<file path="src/rtl/rtprb_pkg.sv">
// ----------------------------------------------------------------------------
// RTP reorder and playout buffer package
// Shared types and constants for the jitter buffer and its entry store.
// ----------------------------------------------------------------------------
package rtprb_pkg;

    // Input function codes
    localparam logic FUNC_ARRIVAL = 1'b0;
    localparam logic FUNC_TICK    = 1'b1;

    // Result kinds
    localparam logic [1:0] KIND_INSERT   = 2'd0;
    localparam logic [1:0] KIND_RELEASE  = 2'd1;
    localparam logic [1:0] KIND_NOTHING  = 2'd2;

    // Insert status codes
    localparam logic [1:0] STAT_IN_ORDER  = 2'd0;
    localparam logic [1:0] STAT_OUT_ORDER = 2'd1;
    localparam logic [1:0] STAT_DUPLICATE = 2'd2;
    localparam logic [1:0] STAT_OVERFLOW  = 2'd3;

    // Configuration register indexes
    localparam logic [3:0] CFG_BUFFER_LIMIT   = 4'd0;
    localparam logic [3:0] CFG_PREBUFFER_SPAN = 4'd1;

    // Reset values of the configuration registers
    localparam logic [6:0]  LIMIT_RESET = 7'd64;
    localparam logic [22:0] SPAN_RESET  = 23'd180000;

    typedef struct packed {
        logic        func;
        logic [15:0] seq_number;
        logic [31:0] media_time;
        logic [15:0] payload_handle;
        logic [31:0] now;
    } in_item_t;

    typedef struct packed {
        logic [1:0]  kind;
        logic [1:0]  insert_status;
        logic [15:0] out_handle;
        logic [15:0] out_seq;
        logic [31:0] out_time;
        logic        last;
        logic [31:0] received_count;
        logic [31:0] duplicate_count;
        logic [31:0] reorder_count;
        logic [31:0] overflow_count;
        logic [6:0]  fill_level;
    } out_item_t;

    // One stored packet descriptor
    typedef struct packed {
        logic [15:0] seq;
        logic [31:0] media_time;
        logic [15:0] handle;
    } entry_t;

    // Request from the controller to the entry store, logical indexes
    typedef struct packed {
        logic       rd_en;
        logic [6:0] rd_idx;
        logic       wr_en;
        logic [6:0] wr_idx;
        logic       pop;
    } ram_req_t;

    typedef enum logic [3:0] {
        ST_IDLE,
        ST_SEARCH,
        ST_SHIFT,
        ST_WRITE,
        ST_CHECK,
        ST_CHECK_FIRST,
        ST_CHECK_LAST,
        ST_EMIT_INSERT,
        ST_TICK_NONE,
        ST_REL_READ,
        ST_REL_COMPARE,
        ST_REL_FLUSH
    } state_t;

endpackage

</file>
<file path="src/rtl/rtprb_entry_ram.sv">
// ----------------------------------------------------------------------------
// Entry store
// Ring buffer of packet descriptors addressed by logical position from the
// head. One synchronous read port with registered data and one write port.
// ----------------------------------------------------------------------------
module rtprb_entry_ram
    import rtprb_pkg::*;
#(
    parameter int CAPACITY = 64
)
(
    input  logic     clk,
    input  logic     rst_n,
    input  ram_req_t req,
    input  entry_t   wr_data,
    output entry_t   rd_data
);

    localparam int AW = (CAPACITY > 1) ? $clog2(CAPACITY) : 1;
    localparam logic [AW:0] CAP_W = (AW + 1)'(CAPACITY);

    entry_t        mem [CAPACITY];
    logic [AW-1:0] head_reg;
    logic [AW-1:0] head_next;
    logic [AW-1:0] rd_addr;
    logic [AW-1:0] wr_addr;
    entry_t        rd_data_reg;

    // Map a logical position onto a physical address behind the head.
    function automatic logic [AW-1:0] phys(input logic [AW-1:0] head,
                                           input logic [6:0] idx);
        logic [AW:0] sum;
        sum = {1'b0, head} + {1'b0, idx[AW-1:0]};
        if (sum >= CAP_W)
        begin
            sum = sum - CAP_W;
        end
        return sum[AW-1:0];
    endfunction

    assign rd_addr = phys(head_reg, req.rd_idx);
    assign wr_addr = phys(head_reg, req.wr_idx);

    // Head advances when the front entry is released.
    always_comb
    begin
        head_next = head_reg;
        if (req.pop)
        begin
            head_next = (head_reg == AW'(CAPACITY - 1)) ? '0 : head_reg + 1'b1;
        end
    end

    always_ff @(posedge clk or negedge rst_n)
    begin
        if (!rst_n)
        begin
            head_reg <= '0;
        end
        else
        begin
            head_reg <= head_next;
        end
    end

    // Storage array with registered read data.
    always_ff @(posedge clk)
    begin
        if (req.wr_en)
        begin
            mem[wr_addr] <= wr_data;
        end
        if (req.rd_en)
        begin
            rd_data_reg <= mem[rd_addr];
        end
    end

    assign rd_data = rd_data_reg;

endmodule

</file>
<file path="src/rtl/rtp_reorder_playout_buffer.sv">
// ----------------------------------------------------------------------------
// RTP reorder and playout buffer
// Keeps packet descriptors sorted by sequence number, gathers a prebuffer
// span, then releases due packets on each time tick.
// ----------------------------------------------------------------------------
// An arrival searches the held entries (at most CAPACITY, 64 by default); when
// it goes out of order the entries above its insert point shift up first, and
// an overflow skips both. A tick walks the due packets through the single-port
// read of the entry store, or reports nothing while prebuffering or when none
// is due. One item is worked at a time. Reset clears all counters, the fill
// count and the play offset and enters prebuffering; stored entries are not
// cleared, so there is no clearing pass.
module rtp_reorder_playout_buffer
    import rtprb_pkg::*;
#(
    parameter int CAPACITY = 64
)
(
    input  logic        clk,
    input  logic        rst_n,
    input  logic        in_valid,
    output logic        in_ready,
    input  in_item_t    in_data,
    output logic        out_valid,
    input  logic        out_ready,
    output out_item_t   out_data,
    input  logic        cfg_valid,
    output logic        cfg_ready,
    input  logic [3:0]  cfg_index,
    input  logic [22:0] cfg_data
);

    state_t      state_reg, state_next;
    logic [6:0]  count_reg, count_next;
    logic        prebuf_reg, prebuf_next;
    logic [31:0] offset_reg, offset_next;
    logic [31:0] rcv_reg, rcv_next;
    logic [31:0] dup_reg, dup_next;
    logic [31:0] ooo_reg, ooo_next;
    logic [31:0] ovf_reg, ovf_next;
    logic [6:0]  limit_reg;
    logic [22:0] span_reg;
    in_item_t    in_reg, in_next;
    logic [1:0]  status_reg, status_next;
    logic [6:0]  pos_reg, pos_next;
    logic [6:0]  iss_reg, iss_next;
    logic [6:0]  cmp_idx_reg, cmp_idx_next;
    logic [6:0]  left_reg, left_next;
    logic        rd_vld_reg, rd_vld_next;
    logic [31:0] first_reg, first_next;
    entry_t      pend_reg, pend_next;
    logic [6:0]  pend_fill_reg, pend_fill_next;
    logic        have_reg, have_next;
    logic        out_valid_reg, out_valid_next;
    out_item_t   out_reg, out_next;

    ram_req_t    ram_req;
    entry_t      ram_wr_data;
    entry_t      ram_rd_data;

    logic [6:0]  lim_eff;
    logic        out_free;
    logic [31:0] span_diff;
    logic [31:0] due_time;

    rtprb_entry_ram #(
        .CAPACITY (CAPACITY)
    ) u_store (
        .clk     (clk),
        .rst_n   (rst_n),
        .req     (ram_req),
        .wr_data (ram_wr_data),
        .rd_data (ram_rd_data)
    );

    // A limit above the store size acts as the store size.
    assign lim_eff   = (limit_reg > 7'(CAPACITY)) ? 7'(CAPACITY) : limit_reg;
    assign out_free  = !out_valid_reg || out_ready;
    assign span_diff = ram_rd_data.media_time - first_reg;
    assign due_time  = ram_rd_data.media_time + offset_reg;

    assign in_ready  = (state_reg == ST_IDLE);
    assign out_valid = out_valid_reg;
    assign out_data  = out_reg;
    assign cfg_ready = 1'b1;

    // Configuration registers
    always_ff @(posedge clk or negedge rst_n)
    begin
        if (!rst_n)
        begin
            limit_reg <= LIMIT_RESET;
            span_reg  <= SPAN_RESET;
        end
        else if (cfg_valid)
        begin
            if (cfg_index == CFG_BUFFER_LIMIT)
            begin
                limit_reg <= cfg_data[6:0];
            end
            else if (cfg_index == CFG_PREBUFFER_SPAN)
            begin
                span_reg <= cfg_data;
            end
        end
    end

    // Control state registers
    always_ff @(posedge clk or negedge rst_n)
    begin
        if (!rst_n)
        begin
            state_reg     <= ST_IDLE;
            count_reg     <= '0;
            prebuf_reg    <= 1'b1;
            offset_reg    <= '0;
            rcv_reg       <= '0;
            dup_reg       <= '0;
            ooo_reg       <= '0;
            ovf_reg       <= '0;
            rd_vld_reg    <= 1'b0;
            have_reg      <= 1'b0;
            out_valid_reg <= 1'b0;
        end
        else
        begin
            state_reg     <= state_next;
            count_reg     <= count_next;
            prebuf_reg    <= prebuf_next;
            offset_reg    <= offset_next;
            rcv_reg       <= rcv_next;
            dup_reg       <= dup_next;
            ooo_reg       <= ooo_next;
            ovf_reg       <= ovf_next;
            rd_vld_reg    <= rd_vld_next;
            have_reg      <= have_next;
            out_valid_reg <= out_valid_next;
        end
    end

    // Payload registers
    always_ff @(posedge clk)
    begin
        in_reg        <= in_next;
        status_reg    <= status_next;
        pos_reg       <= pos_next;
        iss_reg       <= iss_next;
        cmp_idx_reg   <= cmp_idx_next;
        left_reg      <= left_next;
        first_reg     <= first_next;
        pend_reg      <= pend_next;
        pend_fill_reg <= pend_fill_next;
        out_reg       <= out_next;
    end

    // Sequencer: search, shift, insert, prebuffer check and release walk
    always_comb
    begin
        state_next     = state_reg;
        count_next     = count_reg;
        prebuf_next    = prebuf_reg;
        offset_next    = offset_reg;
        rcv_next       = rcv_reg;
        dup_next       = dup_reg;
        ooo_next       = ooo_reg;
        ovf_next       = ovf_reg;
        in_next        = in_reg;
        status_next    = status_reg;
        pos_next       = pos_reg;
        iss_next       = iss_reg;
        cmp_idx_next   = cmp_idx_reg;
        left_next      = left_reg;
        rd_vld_next    = 1'b0;
        first_next     = first_reg;
        pend_next      = pend_reg;
        pend_fill_next = pend_fill_reg;
        have_next      = have_reg;
        out_valid_next = out_valid_reg && !out_ready;
        out_next       = out_reg;
        ram_req        = '0;
        ram_wr_data    = ram_rd_data;

        unique case (state_reg)
            ST_IDLE:
            begin
                if (in_valid)
                begin
                    in_next = in_data;
                    if (in_data.func == FUNC_ARRIVAL)
                    begin
                        rcv_next = rcv_reg + 1'b1;
                        if (count_reg >= lim_eff)
                        begin
                            ovf_next    = ovf_reg + 1'b1;
                            status_next = STAT_OVERFLOW;
                            state_next  = ST_CHECK;
                        end
                        else if (count_reg == '0)
                        begin
                            pos_next    = '0;
                            status_next = STAT_IN_ORDER;
                            state_next  = ST_WRITE;
                        end
                        else
                        begin
                            iss_next   = '0;
                            state_next = ST_SEARCH;
                        end
                    end
                    else
                    begin
                        have_next  = 1'b0;
                        state_next = prebuf_reg ? ST_TICK_NONE : ST_REL_READ;
                    end
                end
            end

            ST_SEARCH:
            begin
                // Reads stream one per cycle; each compare uses the registered data of the read before.
                if (iss_reg < count_reg)
                begin
                    ram_req.rd_en = 1'b1;
                    ram_req.rd_idx = iss_reg;
                    iss_next       = iss_reg + 1'b1;
                    cmp_idx_next   = iss_reg;
                    rd_vld_next    = 1'b1;
                end
                if (rd_vld_reg)
                begin
                    if (ram_rd_data.seq < in_reg.seq_number)
                    begin
                        if (cmp_idx_reg == count_reg - 1'b1)
                        begin
                            pos_next    = count_reg;
                            status_next = STAT_IN_ORDER;
                            rd_vld_next = 1'b0;
                            state_next  = ST_WRITE;
                        end
                    end
                    else if (ram_rd_data.seq == in_reg.seq_number)
                    begin
                        dup_next    = dup_reg + 1'b1;
                        status_next = STAT_DUPLICATE;
                        rd_vld_next = 1'b0;
                        state_next  = ST_CHECK;
                    end
                    else
                    begin
                        ooo_next    = ooo_reg + 1'b1;
                        pos_next    = cmp_idx_reg;
                        status_next = STAT_OUT_ORDER;
                        iss_next    = count_reg - 1'b1;
                        left_next   = count_reg - cmp_idx_reg;
                        rd_vld_next = 1'b0;
                        state_next  = ST_SHIFT;
                    end
                end
            end

            ST_SHIFT:
            begin
                // Move entries up by one from the tail down to the insert point.
                if (left_reg != '0)
                begin
                    ram_req.rd_en  = 1'b1;
                    ram_req.rd_idx = iss_reg;
                    iss_next       = iss_reg - 1'b1;
                    left_next      = left_reg - 1'b1;
                    cmp_idx_next   = iss_reg;
                    rd_vld_next    = 1'b1;
                end
                if (rd_vld_reg)
                begin
                    ram_req.wr_en  = 1'b1;
                    ram_req.wr_idx = cmp_idx_reg + 1'b1;
                    ram_wr_data    = ram_rd_data;
                end
                if (left_reg == '0 && !rd_vld_reg)
                begin
                    state_next = ST_WRITE;
                end
            end

            ST_WRITE:
            begin
                ram_req.wr_en          = 1'b1;
                ram_req.wr_idx         = pos_reg;
                ram_wr_data.seq        = in_reg.seq_number;
                ram_wr_data.media_time = in_reg.media_time;
                ram_wr_data.handle     = in_reg.payload_handle;
                count_next             = count_reg + 1'b1;
                state_next             = ST_CHECK;
            end

            ST_CHECK:
            begin
                if (!prebuf_reg || count_reg == '0)
                begin
                    state_next = ST_EMIT_INSERT;
                end
                else
                begin
                    ram_req.rd_en  = 1'b1;
                    ram_req.rd_idx = '0;
                    state_next     = ST_CHECK_FIRST;
                end
            end

            ST_CHECK_FIRST:
            begin
                first_next     = ram_rd_data.media_time;
                ram_req.rd_en  = 1'b1;
                ram_req.rd_idx = count_reg - 1'b1;
                state_next     = ST_CHECK_LAST;
            end

            ST_CHECK_LAST:
            begin
                // A negative span never ends prebuffering.
                if (!span_diff[31] && span_diff >= {9'b0, span_reg})
                begin
                    prebuf_next = 1'b0;
                    offset_next = in_reg.now - first_reg;
                end
                state_next = ST_EMIT_INSERT;
            end

            ST_EMIT_INSERT:
            begin
                if (out_free)
                begin
                    out_valid_next           = 1'b1;
                    out_next                 = '0;
                    out_next.kind            = KIND_INSERT;
                    out_next.insert_status   = status_reg;
                    out_next.last            = 1'b1;
                    out_next.received_count  = rcv_reg;
                    out_next.duplicate_count = dup_reg;
                    out_next.reorder_count   = ooo_reg;
                    out_next.overflow_count  = ovf_reg;
                    out_next.fill_level      = count_reg;
                    state_next               = ST_IDLE;
                end
            end

            ST_TICK_NONE:
            begin
                if (out_free)
                begin
                    out_valid_next           = 1'b1;
                    out_next                 = '0;
                    out_next.kind            = KIND_NOTHING;
                    out_next.last            = 1'b1;
                    out_next.received_count  = rcv_reg;
                    out_next.duplicate_count = dup_reg;
                    out_next.reorder_count   = ooo_reg;
                    out_next.overflow_count  = ovf_reg;
                    out_next.fill_level      = count_reg;
                    state_next               = ST_IDLE;
                end
            end

            ST_REL_READ:
            begin
                ram_req.rd_en  = 1'b1;
                ram_req.rd_idx = '0;
                state_next     = ST_REL_COMPARE;
            end

            ST_REL_COMPARE:
            begin
                // A held packet goes out once we know whether another follows.
                if (due_time <= in_reg.now)
                begin
                    if (!have_reg || out_free)
                    begin
                        if (have_reg)
                        begin
                            out_valid_next           = 1'b1;
                            out_next                 = '0;
                            out_next.kind            = KIND_RELEASE;
                            out_next.out_handle      = pend_reg.handle;
                            out_next.out_seq         = pend_reg.seq;
                            out_next.out_time        = pend_reg.media_time;
                            out_next.received_count  = rcv_reg;
                            out_next.duplicate_count = dup_reg;
                            out_next.reorder_count   = ooo_reg;
                            out_next.overflow_count  = ovf_reg;
                            out_next.fill_level      = pend_fill_reg;
                        end
                        pend_next      = ram_rd_data;
                        have_next      = 1'b1;
                        ram_req.pop    = 1'b1;
                        count_next     = count_reg - 1'b1;
                        pend_fill_next = count_reg - 1'b1;
                        if (count_reg == 7'd1)
                        begin
                            prebuf_next = 1'b1;
                            state_next  = ST_REL_FLUSH;
                        end
                        else
                        begin
                            state_next = ST_REL_READ;
                        end
                    end
                end
                else
                begin
                    state_next = have_reg ? ST_REL_FLUSH : ST_TICK_NONE;
                end
            end

            ST_REL_FLUSH:
            begin
                if (out_free)
                begin
                    out_valid_next           = 1'b1;
                    out_next                 = '0;
                    out_next.kind            = KIND_RELEASE;
                    out_next.out_handle      = pend_reg.handle;
                    out_next.out_seq         = pend_reg.seq;
                    out_next.out_time        = pend_reg.media_time;
                    out_next.last            = 1'b1;
                    out_next.received_count  = rcv_reg;
                    out_next.duplicate_count = dup_reg;
                    out_next.reorder_count   = ooo_reg;
                    out_next.overflow_count  = ovf_reg;
                    out_next.fill_level      = pend_fill_reg;
                    have_next                = 1'b0;
                    state_next               = ST_IDLE;
                end
            end

            default:
            begin
                state_next = ST_IDLE;
            end
        endcase
    end

`ifndef SYNTHESIS
    // The fill count never exceeds the store size.
    assert property (@(posedge clk) disable iff (!rst_n)
        count_reg <= 7'(CAPACITY))
        else $error("fill count exceeds capacity");

    // Playout mode always has something held.
    assert property (@(posedge clk) disable iff (!rst_n)
        !prebuf_reg |-> count_reg != '0)
        else $error("playout mode with empty store");

    // The shift never reads the entry it writes in the same cycle.
    assert property (@(posedge clk) disable iff (!rst_n)
        (ram_req.rd_en && ram_req.wr_en) |-> ram_req.rd_idx != ram_req.wr_idx)
        else $error("store read and write collide");

    // A release pops only while the output can take the held packet.
    assert property (@(posedge clk) disable iff (!rst_n)
        (ram_req.pop && have_reg) |-> out_valid_next)
        else $error("release popped without emitting");
`endif

endmodule

</file>
<file path="config.mk">
export PLATFORM = sky130hd
export DESIGN_NAME = rtp_reorder_playout_buffer
export DESIGN_NICKNAME = d
export VERILOG_FILES = /design/src/rtl/rtprb_pkg.sv /design/src/rtl/rtprb_entry_ram.sv /design/src/rtl/rtp_reorder_playout_buffer.sv
export SDC_FILE = /design/constraint.sdc
export NUM_CORES = 2
export LEC_CHECK = 0
export BUFFER_PORTS_ARGS = -buffer_cell sky130_fd_sc_hd__buf_2
export CAP_MARGIN = 15
export CORE_AREA = 2 2 782 706
export CTS_CLUSTER_SIZE = 8
export DETAILED_ROUTE_END_ITERATION = 6
export DIE_AREA = 0 0 784 708
export PLACE_DENSITY_LB_ADDON = 0.25
export RECOVER_POWER = 50
export SYNTH_ARGS = -nofsm -noshare
export SYNTH_HDL_FRONTEND = slang
export SYNTH_HIERARCHICAL = 1
export SYNTH_SLANG_ARGS = --single-unit
</file>
<file path="constraint.sdc">
create_clock -name clk -period 26.8 [get_ports clk]
set_input_delay 2.68 -clock clk [delete_from_list [all_inputs] [get_ports clk]]
set_output_delay 2.68 -clock clk [all_outputs]
set_load 0.01 [all_outputs]
</file>
==> metrics.md <==
| Metric | Value |
|---|---|
| Wire length per cell | `about 34 um` |
| Crit. End Element | `flip-flop` |
| Number of post-CTS setup repair buffers | `0` |
| PostCTS Resize Cnt | `0` |
| Status | `finished, violations left` |
| Drt first pass iters | `7` |
| Drt total wl | `roughly 600,000 um` |
| Final Skew | `0.0652 ns` |
| Detailed Place HPWL | `between 300,000 and 400,000 um` |
| Core area | `about 550,000 um2` |
| Reg area | `roughly 140,000 um2` |
| Clock Latency Late Sink | `around 1.1 ns` |
| Global route hottest layer | `met2` |
| Die H | `708 um` |
| GR Layer Usage met3 | `4.20%` |
| FP Rows | `258` |
| DRC | `0` |
| Starting density of the core | `a little over a third` |
| Gr ovfl total | `0` |
| GRT met2 Usage | `roughly 33%` |
| Min Hold Slack | `between 0.4 and 0.5 ns` |
| Critical Path RT | `between 20 and 30 ns` |
| Vias in the first global route | `around 100k` |
| Synthesized cell area | `between 150,000 and 200,000 um2` |
| Total power | `about 30 mW` |
| DP Area | `203,000 um2` |
| Final core utilization | `about two fifths` |
| Critical Path AT | `15.98 ns` |
| Setup_tns | `0 ns` |
| Worst-path clk slew | `~0.050 ns` |
| TritonCTS clock tree | `yes` |
| Failing checks | `max-capacitance violations, max-slew violations` |
| Largest net degree at the start of global routing | `175` |
| Rel. slew slack | `-321%` |
| Cells after Synth | `10,024` |
| Max reg flops | `just over 4,000` |
| Detailed-route via count | `between 100k and 150k` |
| RSZ-0062 raised after global routing | `false` |
| First-pass GRT wire length | `about 840,000 um` |
| Met1 global-route usage | `around a third` |
| Sink Count | `a little under 5,000` |
| Layout cells sized above 1 | `approximately a fifth` |
| I/O Pins | `336` |
| Final period utilization | `a little under three fifths` |
| Area occupied by multi-input gates | `between 40,000 and 50,000 um2` |
| Cell area power density | `137 nW/um2` |
| Kind of critical path | `flip-flop to flip-flop` |
| Static leakage | `about 72 nW` |
| Yosys warns | `6` |
| Syn_area_per_cell | `about 19 um2` |
| Overall routing resource usage | `between 20% and 30%` |
| Final instance area | `between 200,000 and 250,000 um2` |
| Final nets | `about 11,000` |
| Clock Path Buffers | `4` |
| Root buffer cell | `clkbuf_16` |
| Minimum clock period | `15.29 ns` |
| PortBufs | `334` |
| Die Area | `between 500,000 and 600,000 um2` |
| Fmax | `~65 MHz` |
| Slew Viols, Final | `roughly 4,400` |
| Htree depth | `6` |
| Post-Syn Nets | `about 10,000` |
| Initial antenna violation count | `50` |
| Starting DRT DRC Count | `between 15,000 and 20,000` |
| Hold crit path type | `flip-flop to flip-flop` |
| Max-cap viol count | `79` |
| Worst-Margin Slew | `roughly 6.3 ns` |
| Routability Congestion | `about 0.83` |
| DR vias/cell | `~5.8` |
| CP Max Fanout | `58` |
| Setup crit start kind | `flip-flop` |
| DRT antenna net count | `0` |
| Fillers | `between 40,000 and 50,000` |
| Hold buffer count at cts | `0` |
| Cts bufs inserted | `about 670` |
| Synth-to-Final Area Change | `15.6%` |
| VDD IR-drop max | `about 0.00016 V` |
| Count of final hold-check violations | `0` |
| Die Width | `just under 800 um` |
| Final setup viols | `0` |
-- path summary, 6_finish.rpt --
kind,end,slack (ns),cells after the start,from
max,u_store/mem[5][17],11.51,15,state_reg[1]
min,out_data[86],0.46,0,dup_reg[15]
max reg2reg,u_store/mem[5][17],11.51,15,state_reg[1]
min reg2reg,out_data[86],0.46,0,dup_reg[15]
max in group asynchronous,ovf_reg[4],18.16,2,rst_n
min in group asynchronous,ooo_reg[19],3.35,1,rst_n
-- per-layer routing --
metal  up-vias  wire (um)
met2      6176     272000
li1      41817          -
met1     57010     257000
met5         -         52
met3       893      65100
met4         8      19200
-- through the flow --
stage | cells | setup WS (ns)
6_report | 18299 | 11.51
5_1_grt | 18283 | 11.01
4_1_cts | 18269 | 16.40
3_5_place_dp | 17450 | 16.43
3_3_place_gp | 17447 | 16.60
2_1_floorplan | 10024 | 6.80
-- final cells by class --
class	count	share of cell area, %
flip-flops and latches	4803	64.9
multi-input cells	4563	20.7
clock buffers	773	7.94
well taps	7280	4.13
repair buffers	656	1.73
clock inverters	46	0.370
inverters	162	0.276
diodes	16	0.0181
-- cell usage in the layout (no fill, tap or decap), types with 16 or more instances in the layout --
cell type  instances
nor2_1           494
mux2i_1          102
a21oi_1          200
dfrtp_1          200
xnor2_1          167
o21a_1            20
and3_1           172
o2111a_1          32
inv_1            159
mux2_2            77
edfxtp_1        4592
buf_2            142
a31oi_1          107
buf_4            206
nor2b_1           23
nand2_1          690
nor4_1            40
o21ai_0          206
nor2_4            68
clkbuf_1         370
nand2b_1          21
nor3_1            74
mux4_2          1024
clkbuf_16        687
ha_1             207
buf_12            22
nand4_1           90
nand3_1          290
a21o_1            64
xor2_1            98
a32oi_1           68
diode_2           16
-- report_power, final --
| group | switching (mW) | internal (mW) |
|---|---|---|
| clock network | 3.09 | 4.55 |
| registers | 0.304 | 10.3 |
| logic | 7.59 | 4.45 |
| total | 11.0 | 19.3 |
-- worst max-delay path, stage by stage, from the launching register on --
cell and delay (ns):
dfrtp_1 1.06, clkbuf_1 2.90, nand2_1 0.81, nor2_4 0.24, clkbuf_1 4.40, a32o_1 0.48
ha_1 0.27, a21o_1 0.18, a21oi_1 0.31, o21bai_1 0.10, a21oi_1 0.26, xnor2_1 0.25
nand2_1 0.67, nor2_4 1.12, buf_4 0.80, buf_4 0.87
Power figures use the tool's default switching activity.
